`config.mk`:
```
export PLATFORM = sky130hd
export DESIGN_NAME = huffman_code_builder_core
export DESIGN_NICKNAME = d
export VERILOG_FILES = /design/src/design/hcb_pkg.sv /design/src/design/hcb_ctrl.sv /design/src/design/hcb_datapath.sv /design/src/design/huffman_code_builder_core.sv
export SDC_FILE = /design/constraint.sdc
export NUM_CORES = 2
export LEC_CHECK = 0
export ABC_AREA = 1
export BUFFER_PORTS_ARGS = -buffer_cell sky130_fd_sc_hd__buf_2
export CAP_MARGIN = 20
export CORE_MARGIN = 10
export CORE_UTILIZATION = 34
export CTS_CLUSTER_SIZE = 24
export DETAILED_ROUTE_END_ITERATION = 12
export PLACE_DENSITY_LB_ADDON = 0.15
export SKIP_CTS_REPAIR_TIMING = 1
export SYNTH_ARGS = -nofsm -noshare
export SYNTH_HDL_FRONTEND = slang
export SYNTH_HIERARCHICAL = 1
export SYNTH_SLANG_ARGS = --single-unit
export TNS_END_PERCENT = 5
```
`constraint.sdc`:
```
create_clock -name clock -period 7.2 [get_ports clock]
set_clock_uncertainty 0.2 [all_clocks]
set_input_delay 1.08 -clock clock [delete_from_list [all_inputs] [get_ports clock]]
set_output_delay 1.08 -clock clock [all_outputs]
set_load 0.05 [all_outputs]
```
`src/design/hcb_pkg.sv`:
```
// ----------------------------------------------------------------------------
// hcb_pkg
// shared types for the huffman code builder: controller commands and status
// ----------------------------------------------------------------------------
package hcb_pkg;

   typedef enum logic [2:0] {
      OP_NONE  = 3'd0,
      OP_LOAD  = 3'd1,
      OP_CLEAR = 3'd2,
      OP_SCAN  = 3'd3,
      OP_MERGE = 3'd4,
      OP_WALK  = 3'd5,
      OP_EMIT  = 3'd6
   } op_type;

   typedef struct packed {
      op_type op;
      logic   scan_first;
      logic   walk_first;
   } cmd_type;

   typedef struct packed {
      logic scan_done;
      logic build_done;
      logic walk_done;
      logic emit_done;
   } status_type;

endpackage

```
`src/design/hcb_ctrl.sv`:
```
// ----------------------------------------------------------------------------
// hcb_ctrl
// sequencer: load, clear, merge scans, code walks and emission
// ----------------------------------------------------------------------------
module hcb_ctrl (
   input  logic               clock,
   input  logic               reset,
   input  logic               start,
   input  logic               req_last,
   input  hcb_pkg::status_type sts,
   output hcb_pkg::cmd_type    cmd,
   output logic               busy
);

   typedef enum logic [5:0] {
      ST_IDLE  = 6'b000001,
      ST_CLEAR = 6'b000010,
      ST_SCAN  = 6'b000100,
      ST_MERGE = 6'b001000,
      ST_WALK  = 6'b010000,
      ST_EMIT  = 6'b100000
   } state_type;

   state_type state_ff, state_in;
   logic      first_ff, first_in;

   always_comb begin
      state_in = state_ff;
      first_in = 1'b0;
      cmd.op = hcb_pkg::OP_NONE;
      cmd.scan_first = first_ff;
      cmd.walk_first = first_ff;
      case (state_ff)
         ST_IDLE: begin
            if (start) begin
               cmd.op = hcb_pkg::OP_LOAD;
               if (req_last) begin
                  state_in = ST_CLEAR;
               end
            end
         end
         ST_CLEAR: begin
            cmd.op = hcb_pkg::OP_CLEAR;
            first_in = 1'b1;
            state_in = ST_SCAN;
         end
         ST_SCAN: begin
            if (sts.build_done) begin
               state_in = ST_WALK;
               first_in = 1'b1;
            end else begin
               cmd.op = hcb_pkg::OP_SCAN;
               if (sts.scan_done) begin
                  state_in = ST_MERGE;
               end
            end
         end
         ST_MERGE: begin
            cmd.op = hcb_pkg::OP_MERGE;
            first_in = 1'b1;
            state_in = ST_SCAN;
         end
         ST_WALK: begin
            if (sts.emit_done) begin
               state_in = ST_IDLE;
            end else begin
               cmd.op = hcb_pkg::OP_WALK;
               if (sts.walk_done) begin
                  state_in = ST_EMIT;
               end
            end
         end
         ST_EMIT: begin
            cmd.op = hcb_pkg::OP_EMIT;
            first_in = 1'b1;
            state_in = ST_WALK;
         end
         default: begin
            state_in = ST_IDLE;
         end
      endcase
   end

   assign busy = (state_ff != ST_IDLE);

   always_ff @(posedge clock) begin
      if (reset) begin
         state_ff <= ST_IDLE;
         first_ff <= 1'b0;
      end else begin
         state_ff <= state_in;
         first_ff <= first_in;
      end
   end

   a_merge_to_scan: assert property (@(posedge clock) disable iff (reset)
      state_ff == ST_MERGE |=> state_ff == ST_SCAN)
      else $error("merge not followed by scan");
   a_emit_to_walk: assert property (@(posedge clock) disable iff (reset)
      state_ff == ST_EMIT |=> state_ff == ST_WALK)
      else $error("emit not followed by walk");
   a_last_starts: assert property (@(posedge clock) disable iff (reset)
      (state_ff == ST_IDLE && start && req_last) |=> state_ff == ST_CLEAR)
      else $error("last word did not start build");

endmodule

```
`src/design/hcb_datapath.sv`:
```
// ----------------------------------------------------------------------------
// hcb_datapath
// node stores, the merge scanner and the leaf-to-root code walker
// ----------------------------------------------------------------------------
module hcb_datapath #(
   parameter int MAX_SYMBOLS = 16,
   parameter int WEIGHT_BITS = 16
) (
   input  logic               clock,
   input  logic               reset,
   input  hcb_pkg::cmd_type    cmd,
   input  logic [7:0]         req_symbol,
   input  logic [15:0]        req_weight,
   output hcb_pkg::status_type sts,
   output logic               rsp_valid,
   output logic [7:0]         rsp_out_symbol,
   output logic [14:0]        rsp_code_bits,
   output logic [3:0]         rsp_code_length,
   output logic               rsp_last_code
);

   localparam int NODES = 2 * MAX_SYMBOLS - 1;
   localparam int IW    = $clog2(NODES + 1);
   localparam int SW    = $clog2(MAX_SYMBOLS + 1);
   localparam int SIW   = (MAX_SYMBOLS > 1) ? $clog2(MAX_SYMBOLS) : 1;
   localparam int NW    = WEIGHT_BITS + SIW + 1;
   localparam int LW    = $clog2(NODES + 1);
   // weight bits taken from the 16-bit port
   localparam int WIN   = (WEIGHT_BITS < 16) ? WEIGHT_BITS : 16;

   logic [7:0]       sym_mem [MAX_SYMBOLS];
   logic [NW-1:0]    wgt_mem [NODES];
   logic [IW-1:0]    par_mem [NODES];
   logic [IW-1:0]    lft_mem [NODES];
   logic [NODES-1:0] merged_ff;

   logic [SW-1:0]  count_ff;
   logic [IW-1:0]  next_ff;     // index of the node being created
   logic [IW-1:0]  j_ff;
   logic           have1_ff, have2_ff;
   logic [NW-1:0]  w1_ff, w2_ff;
   logic [IW-1:0]  p1_ff, p2_ff;
   logic [SW-1:0]  k_ff;        // leaf being walked
   logic [IW-1:0]  node_ff;
   logic [14:0]    code_ff;
   logic [LW-1:0]  len_ff;

   logic [IW-1:0]  j_cur;
   logic           h1, h2;
   logic [NW-1:0]  w1, w2, wj;
   logic [IW-1:0]  p1, p2;
   logic           j_ok;
   logic [IW-1:0]  up;

   always_comb begin
      j_cur = cmd.scan_first ? '0 : j_ff;
      h1 = cmd.scan_first ? 1'b0 : have1_ff;
      h2 = cmd.scan_first ? 1'b0 : have2_ff;
      w1 = w1_ff;
      w2 = w2_ff;
      p1 = p1_ff;
      p2 = p2_ff;
      j_ok = (j_cur < next_ff) && (j_cur < IW'(NODES));
      wj = wgt_mem[j_cur[IW-1:0] < IW'(NODES) ? j_cur : '0];
      if (j_ok && !merged_ff[j_cur < IW'(NODES) ? j_cur : '0]) begin
         if (!h1 || wj < w1) begin
            w2 = w1; p2 = p1; h2 = h1;
            w1 = wj; p1 = j_cur; h1 = 1'b1;
         end else if (!h2 || wj < w2) begin
            w2 = wj; p2 = j_cur; h2 = 1'b1;
         end
      end
   end

   assign sts.scan_done  = (j_cur + IW'(1) >= next_ff);
   assign sts.build_done = ({1'b0, next_ff} + 1'b1 >= {count_ff, 1'b0})
                           || (next_ff >= IW'(NODES));
   assign sts.emit_done  = (k_ff >= count_ff);

   logic [IW-1:0] node_cur;
   logic [14:0]   code_cur;
   logic [LW-1:0] len_cur;
   logic          up_step;
   always_comb begin
      node_cur = cmd.walk_first ? IW'(k_ff) : node_ff;
      code_cur = cmd.walk_first ? '0 : code_ff;
      len_cur  = cmd.walk_first ? '0 : len_ff;
      up_step  = (node_cur < IW'(NODES)) && merged_ff[node_cur < IW'(NODES) ? node_cur : '0];
      up       = par_mem[node_cur < IW'(NODES) ? node_cur : '0];
   end
   assign sts.walk_done = !up_step;

   always_ff @(posedge clock) begin
      if (cmd.op == hcb_pkg::OP_LOAD && count_ff < SW'(MAX_SYMBOLS)) begin
         sym_mem[count_ff[SIW-1:0]] <= req_symbol;
         wgt_mem[count_ff[SIW-1:0]] <= NW'(req_weight[WIN-1:0]);
      end
      if (cmd.op == hcb_pkg::OP_MERGE) begin
         par_mem[p1_ff] <= next_ff;
         par_mem[p2_ff] <= next_ff;
         lft_mem[next_ff] <= p1_ff;
         wgt_mem[next_ff] <= w1_ff + w2_ff;
      end
      if (cmd.op == hcb_pkg::OP_SCAN) begin
         j_ff <= j_cur + IW'(1);
         have1_ff <= h1; have2_ff <= h2;
         w1_ff <= w1; w2_ff <= w2;
         p1_ff <= p1; p2_ff <= p2;
      end
      if (cmd.op == hcb_pkg::OP_WALK && up_step) begin
         // walk builds code lsb-first, leaf bit lowest
         if (lft_mem[up] != node_cur && len_cur < LW'(15)) begin
            code_ff <= code_cur | (15'd1 << len_cur[3:0]);
         end else begin
            code_ff <= code_cur;
         end
         len_ff  <= len_cur + LW'(1);
         node_ff <= up;
      end else if (cmd.op == hcb_pkg::OP_WALK) begin
         code_ff <= code_cur;
         len_ff  <= len_cur;
         node_ff <= node_cur;
      end
      rsp_out_symbol  <= sym_mem[k_ff[SIW-1:0]];
      rsp_code_bits   <= code_ff;
      rsp_code_length <= len_ff[3:0];
      rsp_last_code   <= (k_ff + SW'(1) == count_ff);
   end

   always_ff @(posedge clock) begin
      if (reset) begin
         count_ff  <= '0;
         merged_ff <= '0;
         next_ff   <= '0;
         k_ff      <= '0;
         rsp_valid <= 1'b0;
      end else begin
         rsp_valid <= (cmd.op == hcb_pkg::OP_EMIT);
         case (cmd.op)
            hcb_pkg::OP_LOAD: begin
               if (count_ff < SW'(MAX_SYMBOLS)) begin
                  count_ff <= count_ff + SW'(1);
               end
            end
            hcb_pkg::OP_CLEAR: begin
               merged_ff <= '0;
               next_ff   <= IW'(count_ff);
               k_ff      <= '0;
            end
            hcb_pkg::OP_MERGE: begin
               merged_ff[p1_ff] <= 1'b1;
               merged_ff[p2_ff] <= 1'b1;
               next_ff <= next_ff + IW'(1);
            end
            hcb_pkg::OP_EMIT: begin
               k_ff <= k_ff + SW'(1);
               if (k_ff + SW'(1) == count_ff) begin
                  count_ff <= '0;
               end
            end
            default: begin
            end
         endcase
      end
   end

   a_merge_distinct: assert property (@(posedge clock) disable iff (reset)
      cmd.op == hcb_pkg::OP_MERGE |-> p1_ff != p2_ff)
      else $error("merge picked one node twice");
   a_count_bound: assert property (@(posedge clock) disable iff (reset)
      count_ff <= SW'(MAX_SYMBOLS))
      else $error("symbol count overflow");
   a_emit_in_range: assert property (@(posedge clock) disable iff (reset)
      cmd.op == hcb_pkg::OP_EMIT |-> k_ff < count_ff)
      else $error("emit past loaded symbols");

endmodule

```
`src/design/huffman_code_builder_core.sv`:
```
// ----------------------------------------------------------------------------
// huffman_code_builder_core
// collects weighted symbols and emits a huffman code per symbol, ties to the lower node
//
// channel  direction  handshake
// req_     in         start high while busy low
// rsp_     out        rsp_valid strobe, one cycle per word
//
// symbols load one per cycle while idle. a word with req_last starts the build:
// a clear step, then for each merge creating node m a scan over nodes 0..m-1
// (one node per cycle) plus a merge step, and a step that sees the build is
// done; then per symbol a leaf-to-root walk plus an emit step, and a closing
// step before idle.
// busy stays high from the last word until the final code is out.
// reset clears the symbol count and sequencer; the receiver cannot stall.
// ----------------------------------------------------------------------------
module huffman_code_builder_core #(
   parameter int MAX_SYMBOLS = 16,
   parameter int WEIGHT_BITS = 16
) (
   input  logic        clock,
   input  logic        reset,
   input  logic        start,
   output logic        busy,
   input  logic [7:0]  req_symbol,
   input  logic [15:0] req_weight,
   input  logic        req_last,
   output logic        rsp_valid,
   output logic [7:0]  rsp_out_symbol,
   output logic [14:0] rsp_code_bits,
   output logic [3:0]  rsp_code_length,
   output logic        rsp_last_code
);

   hcb_pkg::cmd_type    cmd;
   hcb_pkg::status_type sts;

   hcb_ctrl u_ctrl (
      .clock(clock), .reset(reset), .start(start), .req_last(req_last),
      .sts(sts), .cmd(cmd), .busy(busy)
   );

   hcb_datapath #(.MAX_SYMBOLS(MAX_SYMBOLS), .WEIGHT_BITS(WEIGHT_BITS)) u_dp (
      .clock(clock), .reset(reset), .cmd(cmd),
      .req_symbol(req_symbol), .req_weight(req_weight), .sts(sts),
      .rsp_valid(rsp_valid), .rsp_out_symbol(rsp_out_symbol),
      .rsp_code_bits(rsp_code_bits), .rsp_code_length(rsp_code_length),
      .rsp_last_code(rsp_last_code)
   );

endmodule
```
==> flow_summary.json <==
{
  "outcome": "completed",
  "met3_usage_pct": 2.32,
  "synth.area.top_cells": "edfxtp_1 66%, nand2_1 5.2%, o21ai_0 4.1%",
  "grt_remaining_overflow": 0,
  "synth_nets": 4755,
  "clock_latency_ns": 0.80,
  "clk_pin_slew_ns": 0.06,
  "wl_per_cell_microns": 22.8,
  "fin_area_sq_um": 61200,
  "grtUsageTotal_pct": 17.7,
  "grt_max_degree": 132,
  "dr.pass1.iters": 6,
  "finalCritPeriodShare_pct": 89.4,
  "wl_mm": 157,
  "cts-root-buf": "clkbuf_16",
  "crit_type": "flop to flop",
  "slew_viol_final": 0,
  "vias_per_cell": 5.23,
  "grtUsageMet1_pct": 24.6,
  "grt_pass1_vias": 35000,
  "power.ir.vdd_worst_v": 0.000230,
  "relSlewSlack_pct": 26.7,
  "cts_buffers": 141,
  "fmax_mhz": 155,
  "async_flop_share_pct": 0,
  "syn2layout_area_growth_pct": 14.1,
  "synth_edf_count": 1173,
  "dr_total_vias": 36000,
  "hold_class": "flop to flop",
  "routabilityCongestion": 0.821,
  "leakage_nw": 21.4,
  "place_hpwl_mm": 96.4,
  "synth_area_leader_cell": "edfxtp_1",
  "drc_errors": 0,
  "netlist_area_sq_um": 53700,
  "ant_nets": 0,
  "finalSetupViolations": 0,
  "critPathMaxFanout": 23,
  "p_per_area_nw_per_um2": 263,
  "synth_cell_types": 51,
  "nets": 4837,
  "met2_usage_pct": 28.7,
  "worst_pin_slew_ns": 1.10,
  "place_area_sq_um": 56800,
  "die_h_microns": 417,
  "cp-end-kind": "flop",
  "synth_cells": 4629,
  "seqCellArea_sq_um": 36900,
  "drive_gt1_share_pct": 10.4,
  "multi_input_area_sq_um": 14800,
  "synth_warnings": 6,
  "period_minus_slack_ns": 6.43,
  "antenna_found_initial": 1,
  "busiest_layer": "met2",
  "ys_seq_elements": 1255,
  "dieArea_sq_um": 174000,
  "synth_ff_type": "edfxtp_1",
  "finalHoldViolations": 0,
  "nFillCells": 15000,
  "grt_pass1_wl_mm": 235,
  "tns_ns": 0,
  "coreArea_sq_um": 157000,
  "ios": 58,
  "rsz0062_at_grt": "false",
  "cts_tree": "built",
  "htree_levels": 4,
  "clockBufferDepth": 3,
  "rows": 145,
  "synth_area_per_cell_sq_um": 11.6,
  "ys_top_cells_by_count": "1,173 x edfxtp_1, 744 x nand2_1, 533 x nor2_1",
  "yosysSeqAreaShare_pct": 68.7,
  "cts_sinks": 1255,
  "synth_top_area_share_pct": 65.6,
  "crit_required_ns": 7.43,
  "cp.arrival_ns": 6.66,
  "max-cap-violations": 0,
  "synth_most_common_cell": "edfxtp_1",
  "drt_iter0_markers": 3023,
  "fp.dieW_microns": 417,
  "start_util_pct": 34.3,
  "start_kind": "flop",
  "numPortBuffers": 57
}
## report_power, final
part           total [mW]  switching, mW  internal [mW]
clock network        6.91           3.02           3.89
logic                1.18          0.868          0.308
registers            8.05         0.0264           8.02
total                16.1           3.91           12.2
## cell type report
type | count | area share [%]
clock inverter | 72 | 1.20
clock buffer | 178 | 6.07
antenna | 2 | 0.00817
tap | 2058 | 4.20
multi-input combinational | 2855 | 24.2
inverter | 258 | 1.60
sequential | 1255 | 60.2
timing repair buffer | 200 | 2.52
## logic make-up after synthesis
logic type	Yosys count	synth area share, %
xor+xnor	28	0.457
buf+inv	519	4.09
flops	1255	68.7
simple gates	1714	13.3
fa+ha+maj	98	2.30
compound gates	1015	11.1
## sequential cells by signal (all words and copies together) (netlist names), 15 cells and up
name / count
u_dp/w1_ff: 21
u_dp/merged_ff: 31
u_dp/par_mem: 155
u_dp/rsp_code_bits: 15
u_dp/lft_mem: 155
u_dp/code_ff: 15
u_dp/wgt_mem: 651
u_dp/sym_mem: 128
u_dp/w2_ff: 21
## layout by cell type (no fill, tap or decap), drive strengths merged, types with 2 or more instances in the layout
master / count
a211oi: 10
a21oi: 256
a221oi: 3
a31oi: 3
a32o: 59
and3: 2
buf: 200
bufinv: 5
clkbuf: 178
clkinv: 62
clkinvlp: 3
dfxtp: 82
diode: 2
edfxtp: 1173
ha: 97
inv: 260
nand2: 758
nand3: 337
nand3b: 10
nand4: 23
nor2: 543
nor3: 34
nor4: 2
o211ai: 41
o21a: 4
o21ai: 454
o21bai: 10
o221ai: 52
o22ai: 89
o311ai: 7
o31ai: 14
o32ai: 10
or2: 5
xnor2: 11
xor2: 17
## worst paths after layout
kind                            slack [ns]  cells past startpoint                       endpoint                       start
worst max-delay path                  0.77                     18        u_dp/w2_ff[1]$_DFFE_PP_  u_ctrl/first_ff$_SDFF_PP0_
worst min-delay path                  0.17                      0  u_dp/rsp_code_bits[0]$_DFF_P_   u_dp/code_ff[0]$_DFFE_PP_
worst max register to register        0.77                     18        u_dp/w2_ff[1]$_DFFE_PP_  u_ctrl/first_ff$_SDFF_PP0_
worst min register to register        0.17                      0  u_dp/rsp_code_bits[0]$_DFF_P_   u_dp/code_ff[0]$_DFFE_PP_
## critical path, stage by stage, from the launching register on
cell and delay, ns:
dfxtp_1 0.39, nor2_1 0.43, nand4_1 0.35, nor2_1 0.70, nor2_4 0.04, inv_2 0.52
buf_4 0.43, o21ai_0 0.22, a21oi_1 0.65, o32ai_1 0.38, ha_1 0.40, a21oi_1 0.17
nand2_1 0.07, o21bai_1 0.17, nand2_1 0.14, nand2_2 0.09, nor2_1 0.06, nor2_2 0.27
buf_4 0.38
## routing by layer
| layer | part of all wire [%] | wire length (microns) | vias up |
|---|---|---|---|
| li1 | - | - | 16900 |
| met3 | 4.7 | 7420 | 223 |
| met4 | 2.8 | 4340 | 0 |
| met5 | 0 | 0 | - |
| met2 | 47 | 74000 | 951 |
| met1 | 45 | 71400 | 17900 |
## through the flow
stage | power (mW) | hold WS [ns] | instances | setup WS, ns | utilization [%]
2_1_floorplan | 8.93 | 0.148 | 4629 | 1.41 | -
3_3_place_gp | 9.39 | 0.161 | 6622 | 0.706 | 36.2
3_5_place_dp | 9.39 | 0.162 | 6624 | 0.700 | 36.3
4_1_cts | 16.3 | 0.171 | 6874 | 0.677 | 39.1
5_1_grt | 16.7 | 0.177 | 6876 | 0.345 | 39.1
6_report | 16.1 | 0.172 | 6878 | 0.766 | 39.1
(Power assumes the default switching activity.)
